`src/design/dcf_pkg.sv`:
```
// Shared types, constants and widths for the decimating complex FIR core.
// No dependencies; every other design file except dcf_ram imports this package.
`default_nettype none

package dcf_pkg;

    // tap store and delay line depth
    localparam int MAX_TAPS  = 64;
    localparam int AW        = (MAX_TAPS > 1) ? $clog2(MAX_TAPS) : 1;
    localparam int TAPS_W    = $clog2(MAX_TAPS + 1);
    localparam int BASE_W    = AW + 2;

    // field and register widths
    localparam int DATA_W    = 16;
    localparam int TIDX_W    = 6;
    localparam int DECIM_W   = 9;
    localparam int TCNT_W    = 7;
    localparam int PHASE_W   = 8;
    localparam int CFG_W     = 9;
    localparam int CFG_IDX_W = 1;
    localparam int DECIM_MAX = 256;

    // arithmetic
    localparam int PROD_W    = 2 * DATA_W;
    localparam int ACC_W     = PROD_W + AW;
    localparam int Q_SHIFT   = 15;
    localparam int SAT_MAX   = 32767;
    localparam int SAT_MIN   = -32768;

    // register indexes
    localparam logic [CFG_IDX_W-1:0] CFG_DECIM = 1'd0;
    localparam logic [CFG_IDX_W-1:0] CFG_TAPS  = 1'd1;

    // request codes
    localparam logic REQ_SAMPLE = 1'b0;
    localparam logic REQ_TAP    = 1'b1;

    // sequencer states
    typedef enum logic [1:0] {
        ST_IDLE,
        ST_RUN,
        ST_DRAIN,
        ST_FIN
    } t_state;

    // control travelling alongside the memory read data
    typedef struct packed {
        logic vld;
        logic first;
        logic last;
        logic hvld;
        logic cvld;
    } t_mac_ctl;

endpackage

`default_nettype wire

```
`src/design/dcf_mac.sv`:
```
// Shared complex-by-real multiply-accumulate unit with scaling and saturation.
// Depends on dcf_pkg.
`default_nettype none

module dcf_mac (
    input  wire logic                              i_clk,
    input  wire logic                              i_rst_n,
    input  wire dcf_pkg::t_mac_ctl                 i_ctl,
    input  wire logic signed [dcf_pkg::DATA_W-1:0] i_hist_re,
    input  wire logic signed [dcf_pkg::DATA_W-1:0] i_hist_im,
    input  wire logic signed [dcf_pkg::DATA_W-1:0] i_coef,
    output logic                                   o_done,
    output logic signed [dcf_pkg::DATA_W-1:0]      o_res_re,
    output logic signed [dcf_pkg::DATA_W-1:0]      o_res_im
);
    import dcf_pkg::*;

    localparam logic signed [ACC_W-1:0] SAT_HI = ACC_W'(SAT_MAX);
    localparam logic signed [ACC_W-1:0] SAT_LO = ACC_W'(SAT_MIN);

    logic signed [DATA_W-1:0] op_c;
    logic signed [DATA_W-1:0] op_re;
    logic signed [DATA_W-1:0] op_im;
    logic signed [PROD_W-1:0] r_prod_re;
    logic signed [PROD_W-1:0] r_prod_im;
    t_mac_ctl                 r_s2;
    logic signed [ACC_W-1:0]  r_acc_re;
    logic signed [ACC_W-1:0]  r_acc_im;
    logic signed [ACC_W-1:0]  n_acc_re;
    logic signed [ACC_W-1:0]  n_acc_im;
    logic signed [ACC_W-1:0]  sh_re;
    logic signed [ACC_W-1:0]  sh_im;

    // entries never written read as zero
    assign op_c  = i_ctl.cvld ? i_coef    : '0;
    assign op_re = i_ctl.hvld ? i_hist_re : '0;
    assign op_im = i_ctl.hvld ? i_hist_im : '0;

    // product stage
    always_ff @(posedge i_clk) begin
        r_prod_re <= PROD_W'(op_c) * PROD_W'(op_re);
        r_prod_im <= PROD_W'(op_c) * PROD_W'(op_im);
    end

    always_ff @(posedge i_clk) begin
        if (!i_rst_n) begin
            r_s2 <= '0;
        end else begin
            r_s2 <= i_ctl;
        end
    end

    // accumulate stage, restarted on the first tap
    always_comb begin
        n_acc_re = r_s2.first ? '0 : r_acc_re;
        n_acc_im = r_s2.first ? '0 : r_acc_im;
        n_acc_re = n_acc_re + {{(ACC_W-PROD_W){r_prod_re[PROD_W-1]}}, r_prod_re};
        n_acc_im = n_acc_im + {{(ACC_W-PROD_W){r_prod_im[PROD_W-1]}}, r_prod_im};
    end

    always_ff @(posedge i_clk) begin
        if (r_s2.vld) begin
            r_acc_re <= n_acc_re;
            r_acc_im <= n_acc_im;
        end
    end

    // done flags the last tap as it commits; sums are final on the cycle after
    assign o_done = r_s2.vld && r_s2.last;

    // floor scaling and saturation to the output range
    assign sh_re = r_acc_re >>> Q_SHIFT;
    assign sh_im = r_acc_im >>> Q_SHIFT;

    always_comb begin
        if (sh_re > SAT_HI) begin
            o_res_re = SAT_HI[DATA_W-1:0];
        end else if (sh_re < SAT_LO) begin
            o_res_re = SAT_LO[DATA_W-1:0];
        end else begin
            o_res_re = sh_re[DATA_W-1:0];
        end
        if (sh_im > SAT_HI) begin
            o_res_im = SAT_HI[DATA_W-1:0];
        end else if (sh_im < SAT_LO) begin
            o_res_im = SAT_LO[DATA_W-1:0];
        end else begin
            o_res_im = sh_im[DATA_W-1:0];
        end
    end

endmodule

`default_nettype wire

```
`config.mk`:
```
export PLATFORM = sky130hd
export DESIGN_NAME = dcf_mac
export DESIGN_NICKNAME = d
export VERILOG_FILES = /design/src/design/dcf_pkg.sv /design/src/design/dcf_mac.sv
export SDC_FILE = /design/constraint.sdc
export NUM_CORES = 2
export LEC_CHECK = 0
export BUFFER_PORTS_ARGS = -buffer_cell sky130_fd_sc_hd__buf_2
export CAP_MARGIN = 10
export CORE_UTILIZATION = 28
export DETAILED_ROUTE_END_ITERATION = 6
export PLACE_DENSITY_LB_ADDON = 0.15
export SLEW_MARGIN = 10
export SYNTH_ARGS = -nofsm -noshare
export SYNTH_HDL_FRONTEND = slang
export SYNTH_SLANG_ARGS = --single-unit
```
`constraint.sdc`:
```
create_clock -name i_clk -period 7.7 [get_ports i_clk]
set_input_delay 0.77 -clock i_clk [delete_from_list [all_inputs] [get_ports i_clk]]
set_output_delay 0.77 -clock i_clk [all_outputs]
set_load 0.05 [all_outputs]
```
**Word-level counts from Yosys, hierarchy flattened**

Cells that the tools add are included.

- Bits in registers: 143
- Output and inout port bits: 33
- Word-level logic and storage cells: 25

- Add/sub/neg operators: 2
- Multipliers: 2
- Order comparisons: 4
- Muxes and demuxes: 9
- Reductions and logical operators: 1

Operators with widths:

| kind | number |
|---|---|
| 16-bit two-way mux | 7 |
| 38-bit adder | 2 |
| 38-bit two-way mux | 2 |
| 16-bit by 16-bit multiplier with 32-bit output | 2 |
| 23-bit by 16-bit > comparator with 1-bit output (second input constant) | 2 |
| 23-bit by 16-bit < comparator with 1-bit output (second input constant) | 2 |
| 1-bit logical AND | 1 |

**Longest topological paths before layout**

- Depth in word-level cells: 3
- Mapped depth: 26
- Depth with buffers taken out: 23

**Worst setup path before layout**

OpenSTA, ideal clock, no wires.

- Kind: input-to-reg
- From: input i_ctl[0] (netlist bit)
- To: register r_prod_im[29]
- Setup time: 72 ps
- Arrival: 6919 ps
- Data required time: 7628 ps
- Setup slack: 708 ps
- Stages on the path: 25
- Cell sequence: clkbuf_1 -> and2_1 -> clkbuf_1 -> clkbuf_1 -> nand2_1 -> fa_1 -> fa_1 -> fa_1 -> inv_1 -> fa_1 -> fa_1 -> inv_1 -> fa_1 -> inv_1 -> ha_1 -> clkbuf_1 -> and3_1 -> and4_1 -> o221ai_1 -> a32oi_1 -> a2111oi_0 -> nor2_1 -> a21o_1 -> a21oi_1 -> xnor2_1

- Cells in the longest elaborated chain, start to end: 2

RTL lines:

| what | line | RTL |
|---|---|---|
| start, declared | dcf_mac.sv:8 | `input wire dcf_pkg::t_mac_ctl i_ctl,` |
| 16-bit two-way mux | dcf_mac.sv:35 | `assign op_c = i_ctl.cvld ? i_coef : '0;` |
| 16-bit by 16-bit multiplier with 32-bit output | dcf_mac.sv:42 | `r_prod_im <= PROD_W'(op_c) * PROD_W'(op_im);` |
| end signal, assigned | dcf_mac.sv:42 |  |
| end, declared | dcf_mac.sv:25 | `logic signed [PROD_W-1:0] r_prod_im;` |

Every way passes these cells.
A chain may end at the register's enable or synchronous reset.

**Final worst setup path**

- From: input i_ctl[0] (netlist bit)
- To: register r_prod_re[31]

- Cells in the longest elaborated chain, start to end: 2

RTL lines:

| what | line | RTL |
|---|---|---|
| 16-bit two-way mux | dcf_mac.sv:35 |  |
| 16-bit by 16-bit multiplier with 32-bit output | dcf_mac.sv:41 | `r_prod_re <= PROD_W'(op_c) * PROD_W'(op_re);` |
| end signal, assigned | dcf_mac.sv:41 |  |
| end, declared | dcf_mac.sv:24 | `logic signed [PROD_W-1:0] r_prod_re;` |

Every way passes these cells.

==> qor_table.md <==
| Stage | Result | This run |
|---|---|---|
| yosys | Number of storage elements in the synthesis netlist | 143 |
| timing | RSZ-0062 raised after global routing | false |
| grt | Largest net degree at the start of global routing | 48 |
| clock network | Clock slew at reported path FFs | 0.07 ns |
| timing | Max-slew violation total from the final report | 0 |
| die | Die X-Extent | 315.0 um |
| clock network | Clock root buffer | clkbuf_16 |
| grt | Antenna violations before repair | 2 |
| yosys | Basic-gate share of the synthesized area counting and, or, nand and nor cells | 14.55% |
| pwr | Static power due to leakage | 0.01510 uW |
| yosys | Post-synth cell types | 65 |
| place | Placed wire-length estimate | 65.48 mm |
| place | IO Port Bufs | 87 |
| drt | DRC viols | 36 |
| worst hold path | Class of the worst hold path | in2reg |
| clock network | Total clock sinks | 143 |
| grt | GRT Overall Usage | 16.43% |
| grt | Total overflow reported by the global router | 0 |
| drt | DRC violation total after the first TritonRoute iteration | 1194 |
| yosys | Main flop type after synthesis | edfxtp_1 |
| drt | Via Count | 20171 |
| timing | Number of hold violations in the final report | 0 |
| place | Placer's final routability congestion estimate | 0.8900 |
| grt | Vias in the first global route | 21737 |
| final layout | Final instance count without filler cells | 4440 |
| yosys | Number of enable-type register cells in the synthesized netlist | 76 |
| clock network | Number of post-CTS setup repair buffers | 0 |
| pwr | Power density over the cells | 264.8 nW/um2 |
| clock network | Clk_lat worst skew | 0.49 ns |
| setup path | Nature of the critical path endpoint | register |
| yosys | Number of synthesis warnings | 0 |
| yosys | Syn_nets | 3851 |
| final layout | Layout net count | 3969 |
| drt | Total iterations of the first detailed-routing run | 7 |
| yosys | Largest family of logic cells by synthesized area | adder cells |
| clock network | Clock buffer count from CTS | 17 |
| final layout | Fraction of layout instances using a drive strength above 1 | 7.967% |
| timing | Min setup slack post-route | 0.6586 ns |
| yosys | Post-synthesis instance total | 3032 |
| timing | Remaining max-slew budget at the tightest pin | 24.21% |
| die | Die Ht | 315.0 um |
| timing | Slew at the pin with the worst max-slew slack | 1.137 ns |
| yosys | Fraction of synthesized area in multiplexers | 0% |
| die | Number of top-level pins | 88 |
| flow run | Max-capacitance violation count | 0 |
| yosys | Fraction of the mapped netlist area in compound gates | 8.765% |
| die | Effective utilization at floorplan | 28.31% |
| timing | Final setup vio count | 0 |
| pwr | Max IR drop VDD | 0.1845 mV |
| place | Pre-CTS setup slack | 0.1969 ns |
| final layout | Final design utilization | 31.58% |
| yosys | Synth Area in Adders | 49.26% |
| outcome | Failing checks | design-rule violations |
| die | Total core area | 96850 um2 |
| place | Cell total after placement | 4407 |
| drt | Antenna violation net count after detailed routing | 0 |
| yosys | Sequential share of the synthesized area | 13.21% |
| die | Std-Cell Rows | 114 |
| die | Die Outline Area | 99190 um2 |
| yosys | Area share of xor/xnor cells in the synthesized design | 4.408% |
| timing | Share of the cycle needed by the critical path after routing | 91.45% |
| setup path | Data required time at the worst endpoint | 8.07 ns |
| drt | Mean routed wirelength per cell | 17.21 um |
| timing | Total negative slack for setup checks | 0 ns |
| clock network | Number of buffers on the longest clock path | 2 |
| setup path | Critical path peak fanout | 26 |
| yosys | Mean instance size in the synthesized netlist | 9.044 um2 |
| yosys | Area of the mapped netlist | 27420 um2 |
| timing | Largest clock skew in the final design | 0.01160 ns |
| final layout | Register area | 3628 um2 |
| clock network | Clock tree from TritonCTS | done |
| final layout | Signed area change from the synthesized netlist to the final layout | 11.54% |
| clock network | Number of buffers inserted for hold repair after clock tree synthesis | 0 |
| drt | Vias per Instance | 4.543 |
| final layout | Footprint of the multi-input gates | 21120 um2 |
| timing | Highest clock frequency the design can meet | 142.0 MHz |
| timing | Fin crit period | 7.041 ns |
| drt | Detailed-route wire length | 76.39 mm |
| setup path | WS Path Type | in2reg |
| setup path | Data arrival at the endpoint of the critical path | 7.41 ns |
| setup path | Startpoint Class | input port |
| pwr | Overall power consumption | 8100 uW |
| yosys | Post-synthesis async set-or-reset flop share | 0% |
| grt | First-pass GRT wire length | 123.7 mm |
| final layout | Fillcell total | 10267 |
| outcome | Run status | complete, but fails checks |
| clock network | H-tree depth | 4 |
| clock network | CTS-repair resized insts | 0 |
Yosys cell counts (all sizes together) (4+ instances only):
cell	number	area share [%]
inv	610	8.3
fa	526	38
nor2	340	4.7
nand2	307	4.2
ha	238	11
a21oi	100	1.8
clkbuf	100	1.4
xnor2	100	3.2
nor2b	86	2.0
edfxtp	76	8.3
dfxtp	67	4.9
o21ai	67	1.2
o21a	56	1.5
a21o	51	1.4
nand3	48	0.88
and2	45	1.0
xor2	38	1.2
nor3	17	0.31
and3	15	0.34
nand2b	15	0.34
a211oi	13	0.36
nand4	9	0.21
o21bai	9	0.25
a21boi	7	0.19
o211ai	7	0.19
or2	7	0.16
or3	7	0.16
buf	6	0.082
nor4	5	0.11
o31a	5	0.16
a2111oi	4	0.13
a221oi	4	0.13
o31ai	4	0.13
routing by layer:
metal | GRT usage, % | vias up | wire length [um]
met5 | 0 | - | 22
met4 | 3.255 | 4 | 850
met3 | 3.329 | 42 | 4435
met2 | 24.72 | 374 | 33490
met1 | 24.19 | 10153 | 37590
li1 | - | 9598 | -
cell usage in the layout, fill, tap and decap left out, drive strengths merged, types with 9 or more instances in the layout:
cell | synthesis | routed
a21o | 51 | 51
inv | 610 | 616
xnor2 | 100 | 100
and2 | 45 | 45
clkbuf | 100 | 23
a21oi | 100 | 100
a211oi | 13 | 13
nor2b | 86 | 86
dfxtp | 67 | 67
nand2b | 15 | 15
and3 | 15 | 15
buf | 6 | 205
nor3 | 17 | 17
o21a | 56 | 56
nand3 | 48 | 48
fa | 526 | 526
nor2 | 340 | 340
o21bai | 9 | 9
ha | 238 | 238
nand4 | 9 | 9
xor2 | 38 | 38
edfxtp | 76 | 76
nand2 | 307 | 307
o21ai | 67 | 67
metrics by stage:
step | cell area (um2) | hold WS [ns]
floorplan | 27420 | 0.5083
global placement | 29990 | 0.5171
detailed placement | 29990 | 0.5310
CTS | 30580 | 0.4433
global route | 30590 | 0.4546
finish | 30590 | 0.4828
worst paths after layout:
| kind | startpoint | cells after the start | slack, ns | end |
|---|---|---|---|---|
| worst max-delay path | i_ctl[0] | 23 | 0.66 | r_prod_re[31]$_DFF_P_ |
| worst min-delay path | i_ctl[2] | 2 | 0.48 | r_s2[2]$_SDFF_PN0_ |
| worst min register to register | r_prod_re[0]$_DFF_P_ | 1 | 0.54 | r_acc_re[0]$_DFFE_PP_ |
| worst max register to register | r_s2[3]$_SDFF_PN0_ | 15 | 3.24 | r_acc_re[36]$_DFFE_PP_ |
state kept, by name (all words and copies together) (netlist names):
register   cells
r_acc_im      38
r_prod_im     32
r_acc_re      38
r_prod_re     32
r_s2           3
report_power, final:
part	switching, uW	leakage [uW]	internal (uW)	total, uW
clock network	370	0.000301	489	859
registers	161	0.00128	1320	1490
logic	3370	0.0135	2380	5760
critical path, cell delays in order:
cell      delay, ns
buf_2          0.34
and2_1         0.55
buf_4          0.32
nand2_1        0.10
fa_1           0.50
fa_1           0.46
fa_1           0.54
inv_1          0.05
fa_1           0.49
fa_1           0.50
inv_1          0.05
fa_1           0.47
inv_1          0.04
ha_1           0.29
a21o_1         0.19
o21a_1         0.20
o21a_1         0.17
o21ai_0        0.23
o211ai_1       0.22
a41oi_1        0.36
o21ai_0        0.20
o21ai_0        0.24
xnor2_1        0.09
final cells by class:
cell class	count	share of cell area [%]
timing repair buffer	205	4.442
tap	1276	5.219
sequential	143	11.86
inverter	610	7.486
clock buffer	23	1.738
antenna	1	0.008181
clock inverter	9	0.2127
multi-input combinational	2173	69.03
logic make-up after synthesis:
logic type / count (synthesis)
AND/OR/NAND/NOR: 907
adder cells (fa/ha/maj): 764
buffers and inverters: 716
AO/OA/AOI/OAI: 364
flip-flops: 143
XOR/XNOR: 138
Power figures use the tool's default switching activity.
