==> src/design/dcf_pkg.sv <==
// Shared types, constants and widths for the decimating complex FIR core.
// No dependencies; every other design file except dcf_ram imports this package.
`default_nettype none

package dcf_pkg;

    // tap store and delay line depth
    localparam int MAX_TAPS  = 64;
    localparam int AW        = (MAX_TAPS > 1) ? $clog2(MAX_TAPS) : 1;
    localparam int TAPS_W    = $clog2(MAX_TAPS + 1);
    localparam int BASE_W    = AW + 2;

    // field and register widths
    localparam int DATA_W    = 16;
    localparam int TIDX_W    = 6;
    localparam int DECIM_W   = 9;
    localparam int TCNT_W    = 7;
    localparam int PHASE_W   = 8;
    localparam int CFG_W     = 9;
    localparam int CFG_IDX_W = 1;
    localparam int DECIM_MAX = 256;

    // arithmetic
    localparam int PROD_W    = 2 * DATA_W;
    localparam int ACC_W     = PROD_W + AW;
    localparam int Q_SHIFT   = 15;
    localparam int SAT_MAX   = 32767;
    localparam int SAT_MIN   = -32768;

    // register indexes
    localparam logic [CFG_IDX_W-1:0] CFG_DECIM = 1'd0;
    localparam logic [CFG_IDX_W-1:0] CFG_TAPS  = 1'd1;

    // request codes
    localparam logic REQ_SAMPLE = 1'b0;
    localparam logic REQ_TAP    = 1'b1;

    // sequencer states
    typedef enum logic [1:0] {
        ST_IDLE,
        ST_RUN,
        ST_DRAIN,
        ST_FIN
    } t_state;

    // control travelling alongside the memory read data
    typedef struct packed {
        logic vld;
        logic first;
        logic last;
        logic hvld;
        logic cvld;
    } t_mac_ctl;

endpackage

`default_nettype wire

==> src/design/dcf_seq.sv <==
// Sequencer: handshakes, configuration registers, delay line pointer, decimation
// phase, valid bits, tap address generation and output register. Uses dcf_pkg.
`default_nettype none

module dcf_seq (
    input  wire logic                              i_clk,
    input  wire logic                              i_rst_n,
    // input channel
    input  wire logic                              i_in_valid,
    output logic                                   o_in_stall,
    input  wire logic                              i_req_type,
    input  wire logic signed [dcf_pkg::DATA_W-1:0] i_sample_re,
    input  wire logic signed [dcf_pkg::DATA_W-1:0] i_sample_im,
    input  wire logic [dcf_pkg::TIDX_W-1:0]        i_tap_index,
    input  wire logic signed [dcf_pkg::DATA_W-1:0] i_tap_value,
    // configuration
    input  wire logic                              i_cfg_we,
    input  wire logic [dcf_pkg::CFG_IDX_W-1:0]     i_cfg_idx,
    input  wire logic [dcf_pkg::CFG_W-1:0]         i_cfg_wdata,
    // memories
    output logic                                   o_hist_we,
    output logic [dcf_pkg::AW-1:0]                 o_hist_waddr,
    output logic [2*dcf_pkg::DATA_W-1:0]           o_hist_wdata,
    output logic [dcf_pkg::AW-1:0]                 o_hist_raddr,
    output logic                                   o_coef_we,
    output logic [dcf_pkg::AW-1:0]                 o_coef_waddr,
    output logic [dcf_pkg::DATA_W-1:0]             o_coef_wdata,
    output logic [dcf_pkg::AW-1:0]                 o_coef_raddr,
    // mac unit
    output dcf_pkg::t_mac_ctl                      o_ctl,
    input  wire logic                              i_mac_done,
    input  wire logic signed [dcf_pkg::DATA_W-1:0] i_res_re,
    input  wire logic signed [dcf_pkg::DATA_W-1:0] i_res_im,
    // output channel
    output logic                                   o_out_valid,
    input  wire logic                              i_out_stall,
    output logic signed [dcf_pkg::DATA_W-1:0]      o_out_re,
    output logic signed [dcf_pkg::DATA_W-1:0]      o_out_im
);
    import dcf_pkg::*;

    t_state              r_state;
    t_state              n_state;
    logic [DECIM_W-1:0]  r_decim;
    logic [TCNT_W-1:0]   r_tcnt;
    logic [AW-1:0]       r_ptr;
    logic [AW-1:0]       n_ptr;
    logic [PHASE_W-1:0]  r_phase;
    logic [PHASE_W-1:0]  n_phase;
    logic [AW-1:0]       r_k;
    logic [AW-1:0]       n_k;
    logic [AW-1:0]       r_klast;
    logic [AW-1:0]       n_klast;
    logic [AW-1:0]       r_pos;
    logic [AW-1:0]       n_pos;
    logic [MAX_TAPS-1:0] r_hist_vld;
    logic [MAX_TAPS-1:0] r_coef_vld;
    t_mac_ctl            r_ctl;
    t_mac_ctl            n_ctl;
    logic                r_out_vld;
    logic                n_out_vld;

    logic                in_acc;
    logic                is_sample;
    logic                emit;
    logic                last_k;
    logic                load_out;
    logic                tap_in_range;
    logic [31:0]         tidx_ext;
    logic [TAPS_W-1:0]   taps_eff;
    logic [DECIM_W-1:0]  decim_eff;
    logic [DECIM_W-1:0]  phase_inc;
    logic [BASE_W-1:0]   base_sum;
    logic [BASE_W-1:0]   base_mod;

    // transaction acceptance
    assign in_acc    = i_in_valid && (r_state == ST_IDLE);
    assign is_sample = (i_req_type == REQ_SAMPLE);
    assign emit      = (r_phase == '0);
    assign last_k    = (r_k == r_klast);

    // clamp the configuration to its working range
    always_comb begin
        if (r_tcnt == '0) begin
            taps_eff = TAPS_W'(1);
        end else if (32'(r_tcnt) > MAX_TAPS) begin
            taps_eff = TAPS_W'(MAX_TAPS);
        end else begin
            taps_eff = TAPS_W'(r_tcnt);
        end
        if (r_decim == '0) begin
            decim_eff = DECIM_W'(1);
        end else if (32'(r_decim) > DECIM_MAX) begin
            decim_eff = DECIM_W'(DECIM_MAX);
        end else begin
            decim_eff = r_decim;
        end
    end

    // oldest sample in the window: newest minus (taps - 1), wrapped
    assign base_sum = BASE_W'(r_ptr) + BASE_W'(MAX_TAPS) - BASE_W'(taps_eff) + BASE_W'(1);
    assign base_mod = (base_sum >= BASE_W'(MAX_TAPS)) ? base_sum - BASE_W'(MAX_TAPS)
                                                       : base_sum;
    assign phase_inc = DECIM_W'(r_phase) + DECIM_W'(1);

    // tap index check
    assign tidx_ext     = 32'(i_tap_index);
    assign tap_in_range = (tidx_ext < MAX_TAPS);

    // next state
    always_comb begin
        n_state = r_state;
        unique case (r_state)
            ST_IDLE: begin
                if (in_acc && is_sample && emit) begin
                    n_state = ST_RUN;
                end
            end
            ST_RUN: begin
                if (last_k) begin
                    n_state = ST_DRAIN;
                end
            end
            ST_DRAIN: begin
                if (i_mac_done) begin
                    n_state = ST_FIN;
                end
            end
            ST_FIN: begin
                if (!r_out_vld || !i_out_stall) begin
                    n_state = ST_IDLE;
                end
            end
            default: begin
                n_state = ST_IDLE;
            end
        endcase
    end

    // state outputs
    always_comb begin
        o_in_stall = 1'b1;
        o_hist_we  = 1'b0;
        o_coef_we  = 1'b0;
        load_out   = 1'b0;
        n_ctl      = '0;
        unique case (r_state)
            ST_IDLE: begin
                o_in_stall = 1'b0;
                o_hist_we  = in_acc && is_sample;
                o_coef_we  = in_acc && !is_sample && tap_in_range;
            end
            ST_RUN: begin
                n_ctl.vld   = 1'b1;
                n_ctl.first = (r_k == '0);
                n_ctl.last  = last_k;
                n_ctl.hvld  = r_hist_vld[r_pos];
                n_ctl.cvld  = r_coef_vld[r_k];
            end
            ST_DRAIN: begin
                n_ctl = '0;
            end
            ST_FIN: begin
                load_out = !r_out_vld || !i_out_stall;
            end
            default: begin
                o_in_stall = 1'b1;
            end
        endcase
    end

    // memory ports
    assign o_hist_waddr = r_ptr;
    assign o_hist_wdata = {i_sample_re, i_sample_im};
    assign o_hist_raddr = r_pos;
    assign o_coef_waddr = tidx_ext[AW-1:0];
    assign o_coef_wdata = i_tap_value;
    assign o_coef_raddr = r_k;
    assign o_ctl        = r_ctl;

    // pointer, phase and tap counters
    always_comb begin
        n_ptr   = r_ptr;
        n_phase = r_phase;
        n_k     = r_k;
        n_klast = r_klast;
        n_pos   = r_pos;
        if (in_acc && is_sample) begin
            n_ptr   = (r_ptr == AW'(MAX_TAPS - 1)) ? '0 : r_ptr + AW'(1);
            n_phase = (phase_inc >= decim_eff) ? '0 : phase_inc[PHASE_W-1:0];
            n_k     = '0;
            n_klast = AW'(taps_eff - TAPS_W'(1));
            n_pos   = base_mod[AW-1:0];
        end else if (r_state == ST_RUN) begin
            n_k   = r_k + AW'(1);
            n_pos = (r_pos == AW'(MAX_TAPS - 1)) ? '0 : r_pos + AW'(1);
        end
    end

    // output register occupancy
    always_comb begin
        n_out_vld = r_out_vld;
        if (load_out) begin
            n_out_vld = 1'b1;
        end else if (r_out_vld && !i_out_stall) begin
            n_out_vld = 1'b0;
        end
    end

    // control registers
    always_ff @(posedge i_clk) begin
        if (!i_rst_n) begin
            r_state    <= ST_IDLE;
            r_decim    <= DECIM_W'(1);
            r_tcnt     <= TCNT_W'(1);
            r_ptr      <= '0;
            r_phase    <= '0;
            r_k        <= '0;
            r_klast    <= '0;
            r_pos      <= '0;
            r_hist_vld <= '0;
            r_coef_vld <= '0;
            r_ctl      <= '0;
            r_out_vld  <= 1'b0;
        end else begin
            r_state   <= n_state;
            r_ptr     <= n_ptr;
            r_phase   <= n_phase;
            r_k       <= n_k;
            r_klast   <= n_klast;
            r_pos     <= n_pos;
            r_ctl     <= n_ctl;
            r_out_vld <= n_out_vld;
            if (o_hist_we) begin
                r_hist_vld[r_ptr] <= 1'b1;
            end
            if (o_coef_we) begin
                r_coef_vld[tidx_ext[AW-1:0]] <= 1'b1;
            end
            if (i_cfg_we) begin
                unique case (i_cfg_idx)
                    CFG_DECIM: r_decim <= i_cfg_wdata[DECIM_W-1:0];
                    CFG_TAPS:  r_tcnt  <= i_cfg_wdata[TCNT_W-1:0];
                    default: begin
                        r_decim <= r_decim;
                    end
                endcase
            end
        end
    end

    // result payload
    always_ff @(posedge i_clk) begin
        if (load_out) begin
            o_out_re <= i_res_re;
            o_out_im <= i_res_im;
        end
    end

    assign o_out_valid = r_out_vld;

endmodule

`default_nettype wire

==> config.mk <==
export PLATFORM = sky130hd
export DESIGN_NAME = dcf_seq
export DESIGN_NICKNAME = d
export VERILOG_FILES = /design/src/design/dcf_pkg.sv /design/src/design/dcf_seq.sv
export SDC_FILE = /design/constraint.sdc
export NUM_CORES = 1
export LEC_CHECK = 0
export BUFFER_PORTS_ARGS = -buffer_cell sky130_fd_sc_hd__buf_2
export CAP_MARGIN = 10
export CORE_ASPECT_RATIO = 0.6
export CORE_MARGIN = 5
export CORE_UTILIZATION = 45
export DETAILED_ROUTE_END_ITERATION = 6
export PLACE_DENSITY = 0.68
export SETUP_SLACK_MARGIN = 0.15
export SLEW_MARGIN = 10
export SYNTH_ARGS = -nofsm -noshare
export SYNTH_HDL_FRONTEND = slang
export SYNTH_SLANG_ARGS = --single-unit
export TNS_END_PERCENT = 50
==> constraint.sdc <==
create_clock -name i_clk -period 5.15 [get_ports i_clk]
set_clock_uncertainty 0.05 [all_clocks]
set_input_delay 1.03 -clock i_clk [delete_from_list [all_inputs] [get_ports i_clk]]
set_output_delay 1.03 -clock i_clk [all_outputs]
set_load 0.01 [all_outputs]
Word-level counts from Yosys, hierarchy flattened
Cells that the tools add are included.
- reductions and logical operators: 23
- add/subtract/negate cells: 9
- multiplexer cells: 30
- order comparisons: 11
- bitwise gates (word level): 5
- equal/unequal tests: 10
- operator list (operator ; number):
    64-bit bitwise OR ; 2
    6-bit by 7-bit < comparator with 1-bit output (second input constant) ; 5
    6-bit 2-to-1 mux ; 5
    6-bit by 1-bit adder with 6-bit output (second input constant) ; 3
    9-bit 2-to-1 mux ; 2
    7-bit 2-to-1 mux ; 2
    1-bit binary-select mux with 6-bit select ; 2
    1-bit demux with 6-bit select ; 2
    6-bit equality test (second input constant) ; 2
    6-bit by 1-bit greater-or-equal comparator with 1-bit output (second input constant) ; 2
    6-bit by 1-bit subtractor with 6-bit output (second input constant) ; 2
    1-bit 2-to-1 mux ; 10
    8-bit by 1-bit adder with 9-bit output (second input constant) ; 1
    9-bit greater-or-equal comparator ; 1
    9-bit greater-than comparator (second input constant) ; 1
    9-bit zero test ; 1
    6-bit by 7-bit adder with 8-bit output (second input constant) ; 1
    8-bit by 1-bit adder with 8-bit output (second input constant) ; 1
    8-bit by 7-bit greater-or-equal comparator with 1-bit output (second input constant) ; 1
    1-bit logical AND ; 8
    8-bit zero test ; 1
    2-bit 2-to-1 mux ; 4
    8-bit 2-to-1 mux ; 1
    2-bit one-hot mux with 4 select lines ; 1
    other kinds (18) ; 27
- logic and storage cells: 106
- register bits: 216
- input port bits: 103
- output and inout port bits: 113

Logic depth before layout (Yosys ltp)
Gate-level depths: netlist (run 1).
- depth in word-level cells: 8
- gate-level depth with buffers: 14
- depth with buffers taken out: 14

Least setup slack after synthesis (run 1)
OpenSTA, ideal clock, no wires.
- path kind: input to register
- start point: in i_out_stall
- end point: reg o_out_im[0] (netlist name) (enable)
- setup time: 0.470 ns
- path slack: 1.223 ns
- arrival time: 3.407 ns
- stages: 1
- required time: 4.630 ns
- buffers on the path: 0
- cell sequence: a21boi_0
- cells in the longest elaborated chain, start to end: 3
- ends and longest elaborated chain (item ; RTL line ; RTL):
    from (decl) ; dcf_seq.sv:36 ; input wire logic i_out_stall,
    1-bit zero test ; dcf_seq.sv:164 ; load_out = !r_out_vld || !i_out_stall;
    1-bit logical OR ; dcf_seq.sv:164 ;
    1-bit 2-to-1 mux ; dcf_seq.sv:147 ; unique case (r_state)
    to (signal assigned) ; dcf_seq.sv:256 ; o_out_im <= i_res_im;
    to (decl) ; dcf_seq.sv:38 ; output logic signed [dcf_pkg::DATA_W-1:0] o_out_im
No other way between the ends.
A chain may end at the register's enable or synchronous reset.

Final worst setup path (run 1)
- start point: reg r_state[0]
- end point: out o_coef_we
- cells in the longest elaborated chain, start to end: 5
- ends and longest elaborated chain (item ; RTL line ; RTL):
    from (decl) ; dcf_seq.sv:42 ; t_state r_state;
    from (signal assigned) ; dcf_seq.sv:226 ; r_state <= n_state;
    2-bit zero test (*) ; dcf_seq.sv:77, dcf_seq.sv:147 ;
    1-bit logical AND ; dcf_seq.sv:77 ; assign in_acc = i_in_valid && (r_state == ST_IDLE);
    1-bit logical AND (2 in series) ; dcf_seq.sv:151 ; o_coef_we = in_acc && !is_sample && tap_in_range;
    1-bit 2-to-1 mux (*) ; dcf_seq.sv:147 ;
    to (decl) ; dcf_seq.sv:25 ; output logic o_coef_we,
Every way passes the cells marked *; elsewhere a longest branch is shown, timed or not.

==> results of run 1 <==
[layout by cell type, fill, tap and decap left out, drive strengths merged, types with 6 or more instances in the layout]
master / count
nor2: 207
dfxtp: 184
ha: 29
clkinv: 9
nor3: 7
inv: 37
a211oi: 8
nand2: 63
nand2b: 14
nor4: 9
nand3: 32
xor2: 17
nand4: 7
edfxtp: 32
mux4: 34
nor3b: 8
mux2i: 6
a21oi: 85
a31oi: 37
clkbuf: 28
xnor2: 11
a21o: 6
o21ai: 13
o21a: 24
buf: 126
[worst max-delay path by stage]
| stage | startpoint | end | cells after the start |
|---|---|---|---|
| floorplan | i_out_stall | o_out_im[0] | 1 |
| global placement | i_req_type | r_hist_vld[17] | 5 |
| detailed placement | i_req_type | r_hist_vld[31] | 7 |
| CTS | r_state[0] | o_coef_we | 5 |
| global route | r_state[0] | o_coef_we | 5 |
| finish | r_state[0] | o_coef_we | 5 |
[area by class of cell]
cell class              instances  share of cell area
flip-flops and latches        216               0.429
multi-input cells             664               0.397
clock buffers                  28              0.0606
repair buffers                126              0.0598
well taps                     279              0.0322
inverters                      37              0.0130
clock inverters                11             0.00866
[sequential cells by signal (all words and copies together) (netlist names)]
| name | flops |
|---|---|
| r_state | 2 |
| r_phase | 8 |
| o_hist_waddr | 6 |
| o_ctl | 5 |
| r_coef_vld | 64 |
| o_coef_raddr | 6 |
| r_decim | 9 |
| r_tcnt | 7 |
| r_hist_vld | 64 |
| r_klast | 6 |
| o_out_valid | 1 |
| o_out_re | 16 |
| o_out_im | 16 |
| o_hist_raddr | 6 |
[layer usage]
layer,track usage,up-vias,wire [um],part of all wire
met3,0.0507,35,2510,0.099
met1,0.307,3479,12300,0.49
met4,0.0494,0,560,0.022
met2,0.278,374,9980,0.39
li1,-,3598,-,-
met5,0,-,0,0
[critical path: stages (launching register included)]
cell and delay [ns]:
sky130_fd_sc_hd__dfxtp_1 0.33, sky130_fd_sc_hd__inv_1 0.10, sky130_fd_sc_hd__ha_1 0.32, sky130_fd_sc_hd__nand3_1 0.33
sky130_fd_sc_hd__inv_2 0.42, sky130_fd_sc_hd__buf_2 0.21
[report_power, final]
| group | total [mW] | switching [mW] | internal [mW] |
|---|---|---|---|
| logic | 0.600 | 0.362 | 0.238 |
| clock network | 1.63 | 0.674 | 0.958 |
| registers | 1.88 | 0.0978 | 1.78 |
[cell families (layout without fill, tap and decap cells)]
logic type / Yosys count / count (layout) / share of synthesized area
simple gates: 374 / 374 / 0.171
flops: 216 / 216 / 0.476
compound gates: 192 / 192 / 0.120
buf+inv: 159 / 202 / 0.0836
mux: 40 / 40 / 0.0846
fa+ha+maj: 30 / 30 / 0.0392
xor+xnor: 28 / 28 / 0.0251
[through the flow]
stage | instances | hold slack [ns] | utilization | setup slack (ns) | area, um^2
after global routing | 1361 | 0.419 | 0.511 | 1.67 | 10800
after floorplan | 1039 | 0.372 | - | 1.22 | 9760
after global placement | 1322 | 0.392 | 0.476 | 2.05 | 10100
final | 1361 | 0.398 | 0.511 | 1.84 | 10800
after detailed placement | 1322 | 0.394 | 0.476 | 1.87 | 10100
after CTS | 1361 | 0.403 | 0.511 | 1.81 | 10800
==> parameters.txt, run 1 <==
Parameter                              Value

Floorplan
  Die outline height ... 124 um
  Core outline area ... 0.0212 mm^2
  Die Footprint ... 0.0248 mm^2
  Die X ... 200 um
  Row count ... 41
  Ports ... 216
  Initial Util ... 0.461

Timing
  Finish-stage setup viols ... 0
  Worst slew pin tran ... 1.09 ns
  Unrepaired setup endpoints after global routing ... no
  Max-Slew Margin vs Limit ... 0.271
  Summed negative setup slack over all endpoints ... 0 ns
  Final cycle utilization of the critical path ... 0.643
  Final max-slew violation count ... 0
  Clock period minus final worst setup slack ... 3.31 ns
  Maximum clock frequency ... 302 MHz
  Final number of hold-violating endpoints ... 0

Run
  Maximum capacitance violations ... 0

Global route
  First-pass GRT wire length ... 39900 um
  Maximum number of pins on one net before global-route repair ... 98
  Congestion Overflow GR ... 0
  Vias in the first global route ... 6826
  Antenna violations before repair ... 0
  GRT Util Overall ... 0.200

Placed design
  Final RePlAce weighted congestion ... 0.856
  Number of I/O port buffers ... 119
  Estimated wirelength of the detail-placed design ... 17800 um

Setup path
  Largest fanout on the critical path ... 20
  R2r worst-path depth ... 5
  Critical path type ... flip-flop to primary output
  FF-to-FF Start ... o_coef_raddr[0]
  Arrival time of data at the critical path endpoint ... 2.23 ns
  Worst path required time ... 4.07 ns
  R2r setup slk ... 2.24 ns
  Capturing element type of the critical path ... primary output
  Type of element launching the critical path ... flip-flop
  R2r endpoint ... o_ctl[0]

Run status
  Result of the run ... complete, no violations

Synth
  Count leader, synth ... sky130_fd_sc_hd__nor2_1
  Share of Yosys cell area claimed by the top area cell type ... 0.377
  Most frequently used flop master after synthesis ... sky130_fd_sc_hd__dfxtp_1
  Mapped Avg Cell Area ... 9.39 um^2
  Syn nets ... 1172
  Synth area leaders ... sky130_fd_sc_hd__dfxtp_1 (38%), sky130_fd_sc_hd__edfxtp_1 (9.8%), sky130_fd_sc_hd__nor2_1 (8.0%)
  Share of synthesized flip-flops with an asynchronous set or reset ... 0
  Number of unique standard cell types used by synthesis ... 56
  Cell type with the largest total area after synthesis ... sky130_fd_sc_hd__dfxtp_1
  Number of standard cells after synthesis ... 1039
  Fraction of the yosys area taken by sequential cells ... 0.476
  Most frequent cells after synthesis ... sky130_fd_sc_hd__nor2_1 (207), sky130_fd_sc_hd__dfxtp_1 (184), sky130_fd_sc_hd__a21oi_1 (85)
  Number of storage elements in the synthesis netlist ... 216
  Number of enable flip-flop cells after synthesis ... 32
  Cell area after synthesis ... 0.00976 mm^2
  Total number of yosys warnings ... 0

Route
  Post-Route WL ... 25300 um
  DR iter-0 viols ... 649
  Routed WL per cell ... 18.6 um
  Vias post-DR ... 7486
  1st-pass router iterations ... 5
  Number of remaining DRC errors ... 0
  Post-route ant nets ... 0
  Per-cell via count in the routed design ... 5.50

Cells and area
  Final net count ... 1200
  Area taken by flip-flops and latches ... 0.00464 mm^2
  Antenna cell count ... 0
  Layout filler cell count ... 1910
  Footprint of the multi-input gates ... 0.00430 mm^2
  Share of post-route cells with drive strength above 1 ... 0.196
  Synthesis-to-finish area growth ... 11.0%

Power and ir drop
  Pwr/cell area ... 379 mW/mm^2
  Reported leakage power ... 4.27 nW
  Peak supply drop ... 0.235 mV
  Post-layout total power ... 4.11 mW

CTS
  Clock slew at the register clock pins of the worst setup and hold paths ... 0.07 ns
  Number of buffers inserted during clock tree synthesis ... 22
  # hold bufs at CTS ... 0
  Maximum buffer depth of the clock tree ... 3
  Clock root cell ... sky130_fd_sc_hd__clkbuf_16
  CTS-repair resized insts ... 0
  Post-CTS setup-driven buffer insertion count ... 0
  CTS H-Tree Depth ... 1
  Insertion delay of the later-clocked pin in the worst-skew pair ... 0.50 ns
  Clk sinks ... 216
  TritonCTS clock tree ... built

Min path
  Hold depth ... 2
  Start point of the worst min-delay path ... r_coef_vld[15]
  Path category of the worst min-delay check ... flip-flop to flip-flop
  End of the worst hold path ... r_coef_vld[15]
No activity file was read; power rests on OpenSTA's default activity.
==> inputs of run 2 (changes only) <==
- PLACE_DENSITY: 0.68 -> 0.71
- clock period: 5.15 -> 2.8 ns (I/O delays scaled with it)
==> run 2 against run 1 <==
Clock power increased by 67%. Largest cell class unchanged. Power grew 79%. Worst hold slack worse by 0.23 ns. Critical path type unchanged. Final cell count up 1.6%. Highest routed layer unchanged. Count of clock-buffer cells in the layout up 2.
==> parameters.txt, run 2 (same netlist as run 1, synthesis figures left out) <==
Parameter                              Value

Global route
  Antenna violations before repair ... 0 (unchanged)
  Vias in the first global route ... 7139 (+4.6%)
  Congestion Overflow GR ... 0 (unchanged)
  Maximum number of pins on one net before global-route repair ... 81 (-17%)
  GRT Util Overall ... 0.200 (+0.000814)
  First-pass GRT wire length ... 40200 um (+0.72%)

Setup path
  Slowest stage cell on the critical path ... sky130_fd_sc_hd__dfxtp_1
  Worst path required time ... 2.19 ns (-1.88 ns)
  Largest fanout on the critical path ... 20 (unchanged)
  Max incr delay on CP ... 0.33 ns (-0.09 ns)
  R2r worst-path depth ... 14 (+9)
  Type of element launching the critical path ... flip-flop
  FF-to-FF Start ... r_tcnt[1]
  Launch point of the worst path ... r_state[0]
  Critical path type ... flip-flop to primary output
  Capturing element type of the critical path ... primary output
  CP Capture Point ... o_hist_we
  Cells along the critical path ... inv_1 -> ha_1 -> nand3b_1 -> inv_2 -> buf_4 -> buf_2
  Arrival time of data at the critical path endpoint ... 2.08 ns (-0.15 ns)
  R2r setup slk ... 0.30 ns (-1.94 ns)
  R2r endpoint ... o_hist_raddr[5]

Timing
  Worst slew pin tran ... 0.884 ns (-0.206 ns)
  Final worst-path setup slack ... 0.108 ns (-1.73 ns)
  Max-Slew Margin vs Limit ... 0.406 (+0.134)
  Maximum clock frequency ... 371 MHz
  Summed negative setup slack over all endpoints ... 0 ns (unchanged)
  Final max-slew violation count ... 0 (unchanged)
  Final number of hold-violating endpoints ... 0 (unchanged)
  Worst Hold Slack ... 0.172 ns (-0.226 ns)
  Unrepaired setup endpoints after global routing ... yes
  Final cycle utilization of the critical path ... 0.961
  Clock period minus final worst setup slack ... 2.69 ns
  Finish-stage setup viols ... 0 (unchanged)

Run status
  Result of the run ... complete, no violations

Route
  1st-pass router iterations ... 5 (unchanged)
  Per-cell via count in the routed design ... 5.55 (+0.88%)
  Post-Route WL ... 25300 um (about the same)
  Vias post-DR ... 7674 (+2.5%)
  Post-route ant nets ... 0 (unchanged)
  Number of remaining DRC errors ... 0 (unchanged)
  Routed WL per cell ... 18.3 um (-1.6%)
  DR iter-0 viols ... 720 (+11%)

Placed design
  Number of I/O port buffers ... 119 (unchanged)
  Final RePlAce weighted congestion ... 0.858 (+0.19%)
  Placed cell areas ... 0.0103 mm^2 (+1.7%)
  Pre-CTS worst setup slack ... 0.0256 ns (-1.84 ns)
  Estimated wirelength of the detail-placed design ... 18400 um (+3.7%)
  # placed instances ... 1345 (+1.7%)

Cells and area
  Cell Count, Final, Fillers Out ... 1383 (+1.6%)
  Biggest registers after layout ... r_coef_vld (64), r_hist_vld (64)
  Most frequent cells in the layout ... sky130_fd_sc_hd__nor2_1 (206), sky130_fd_sc_hd__dfxtp_1 (182), sky130_fd_sc_hd__buf_2 (119)
  Post-route cell area ... 0.0110 mm^2 (+1.2%)
  Synthesis-to-finish area growth ... 12.3%
  Antenna cell count ... 0 (unchanged)
  Final net count ... 1222 (+1.8%)
  Share of post-route cells with drive strength above 1 ... 0.214 (+0.0178)
  Leading cell type in the layout, fill and taps excluded ... sky130_fd_sc_hd__nor2_1

Power and ir drop
  Reported leakage power ... 4.34 nW (+1.7%)
  Peak supply drop ... 0.506 mV (+120%)
  Pwr/cell area ... 672 mW/mm^2 (+77%)

CTS
  TritonCTS clock tree ... built
  Insertion delay of the later-clocked pin in the worst-skew pair ... 0.51 ns (about the same)
  Post-CTS setup-driven buffer insertion count ... 0 (unchanged)
  Number of buffers inserted during clock tree synthesis ... 21 (-4.5%)
  Clk sinks ... 216 (unchanged)
  Clock root cell ... sky130_fd_sc_hd__clkbuf_16
  Clock slew at the register clock pins of the worst setup and hold paths ... 0.07 ns (about the same)
  Maximum buffer depth of the clock tree ... 3 (unchanged)
  # hold bufs at CTS ... 0 (unchanged)
  CTS H-Tree Depth ... 1 (unchanged)

Floorplan
  Core outline area ... 0.0212 mm^2 (unchanged)
  Ports ... 216 (unchanged)
  Row count ... 41 (unchanged)
  Die X ... 200 um (unchanged)
  Die Footprint ... 0.0248 mm^2 (unchanged)
  Die outline height ... 124 um (unchanged)
  Initial Util ... 0.461 (unchanged)

Run
  Maximum capacitance violations ... 0 (unchanged)

Min path
  Path category of the worst min-delay check ... input pin to flip-flop
==> run 2: where the power goes <==
part           switching, mW  internal (mW)
combinational          0.738          0.486
clock                   1.17           1.56
sequential             0.139           3.27
==> run 2: timing repair <==
item,4_1_cts,5_1_grt
gates cloned,0,0
resized for setup,1,11
endpoints found under the setup margin,9,11
==> run 2: how the worst min path moves through the flow <==
stage,slack (ns),start,end,cells after the start
2_1_floorplan,0.37,r_coef_vld[15],r_coef_vld[15],2
3_3_place_gp,0.38,r_coef_vld[15],r_coef_vld[15],2
3_5_place_dp,0.39,r_coef_vld[15],r_coef_vld[15],2
4_1_cts,0.16,i_res_re[14],o_out_re[14],1
5_1_grt,0.16,i_res_re[14],o_out_re[14],1
6_report,0.17,i_res_re[14],o_out_re[14],1
==> run 2: layout make-up <==
cell class,count,area (um^2)
flip-flops and latches,216,4650
repair buffers,149,821
fillers,1921,10200
well taps,279,349
clock inverters,8,66.3
clock buffers,30,589
inverters,37,144
multi-input cells,664,4350
==> run 2: routing by layer <==
metal / wire length (um) / GRT usage / vias to the layer above
met5: 0 / 0 / -
met4: 395 / 0.0387 / 0
met3: 2180 / 0.0476 / 27
met2: 10500 / 0.295 / 346
met1: 12200 / 0.303 / 3660
li1: - / - / 3641
==> run 2: worst max-delay path, delay by kind of cell, from the launching register on <==
kind / cells / cell delay [ns]
flip-flops: 1 / 0.33
adder cells (fa/ha/maj): 1 / 0.25
buffers and inverters: 4 / 0.84
AND/OR/NAND/NOR: 1 / 0.14
==> run 2: stage by stage <==
step           utilization  power, mW
2_1_floorplan            -       4.32
3_3_place_gp         0.484       4.68
3_5_place_dp         0.484       4.70
4_1_cts              0.516       7.42
5_1_grt              0.517       7.70
6_report             0.517       7.37
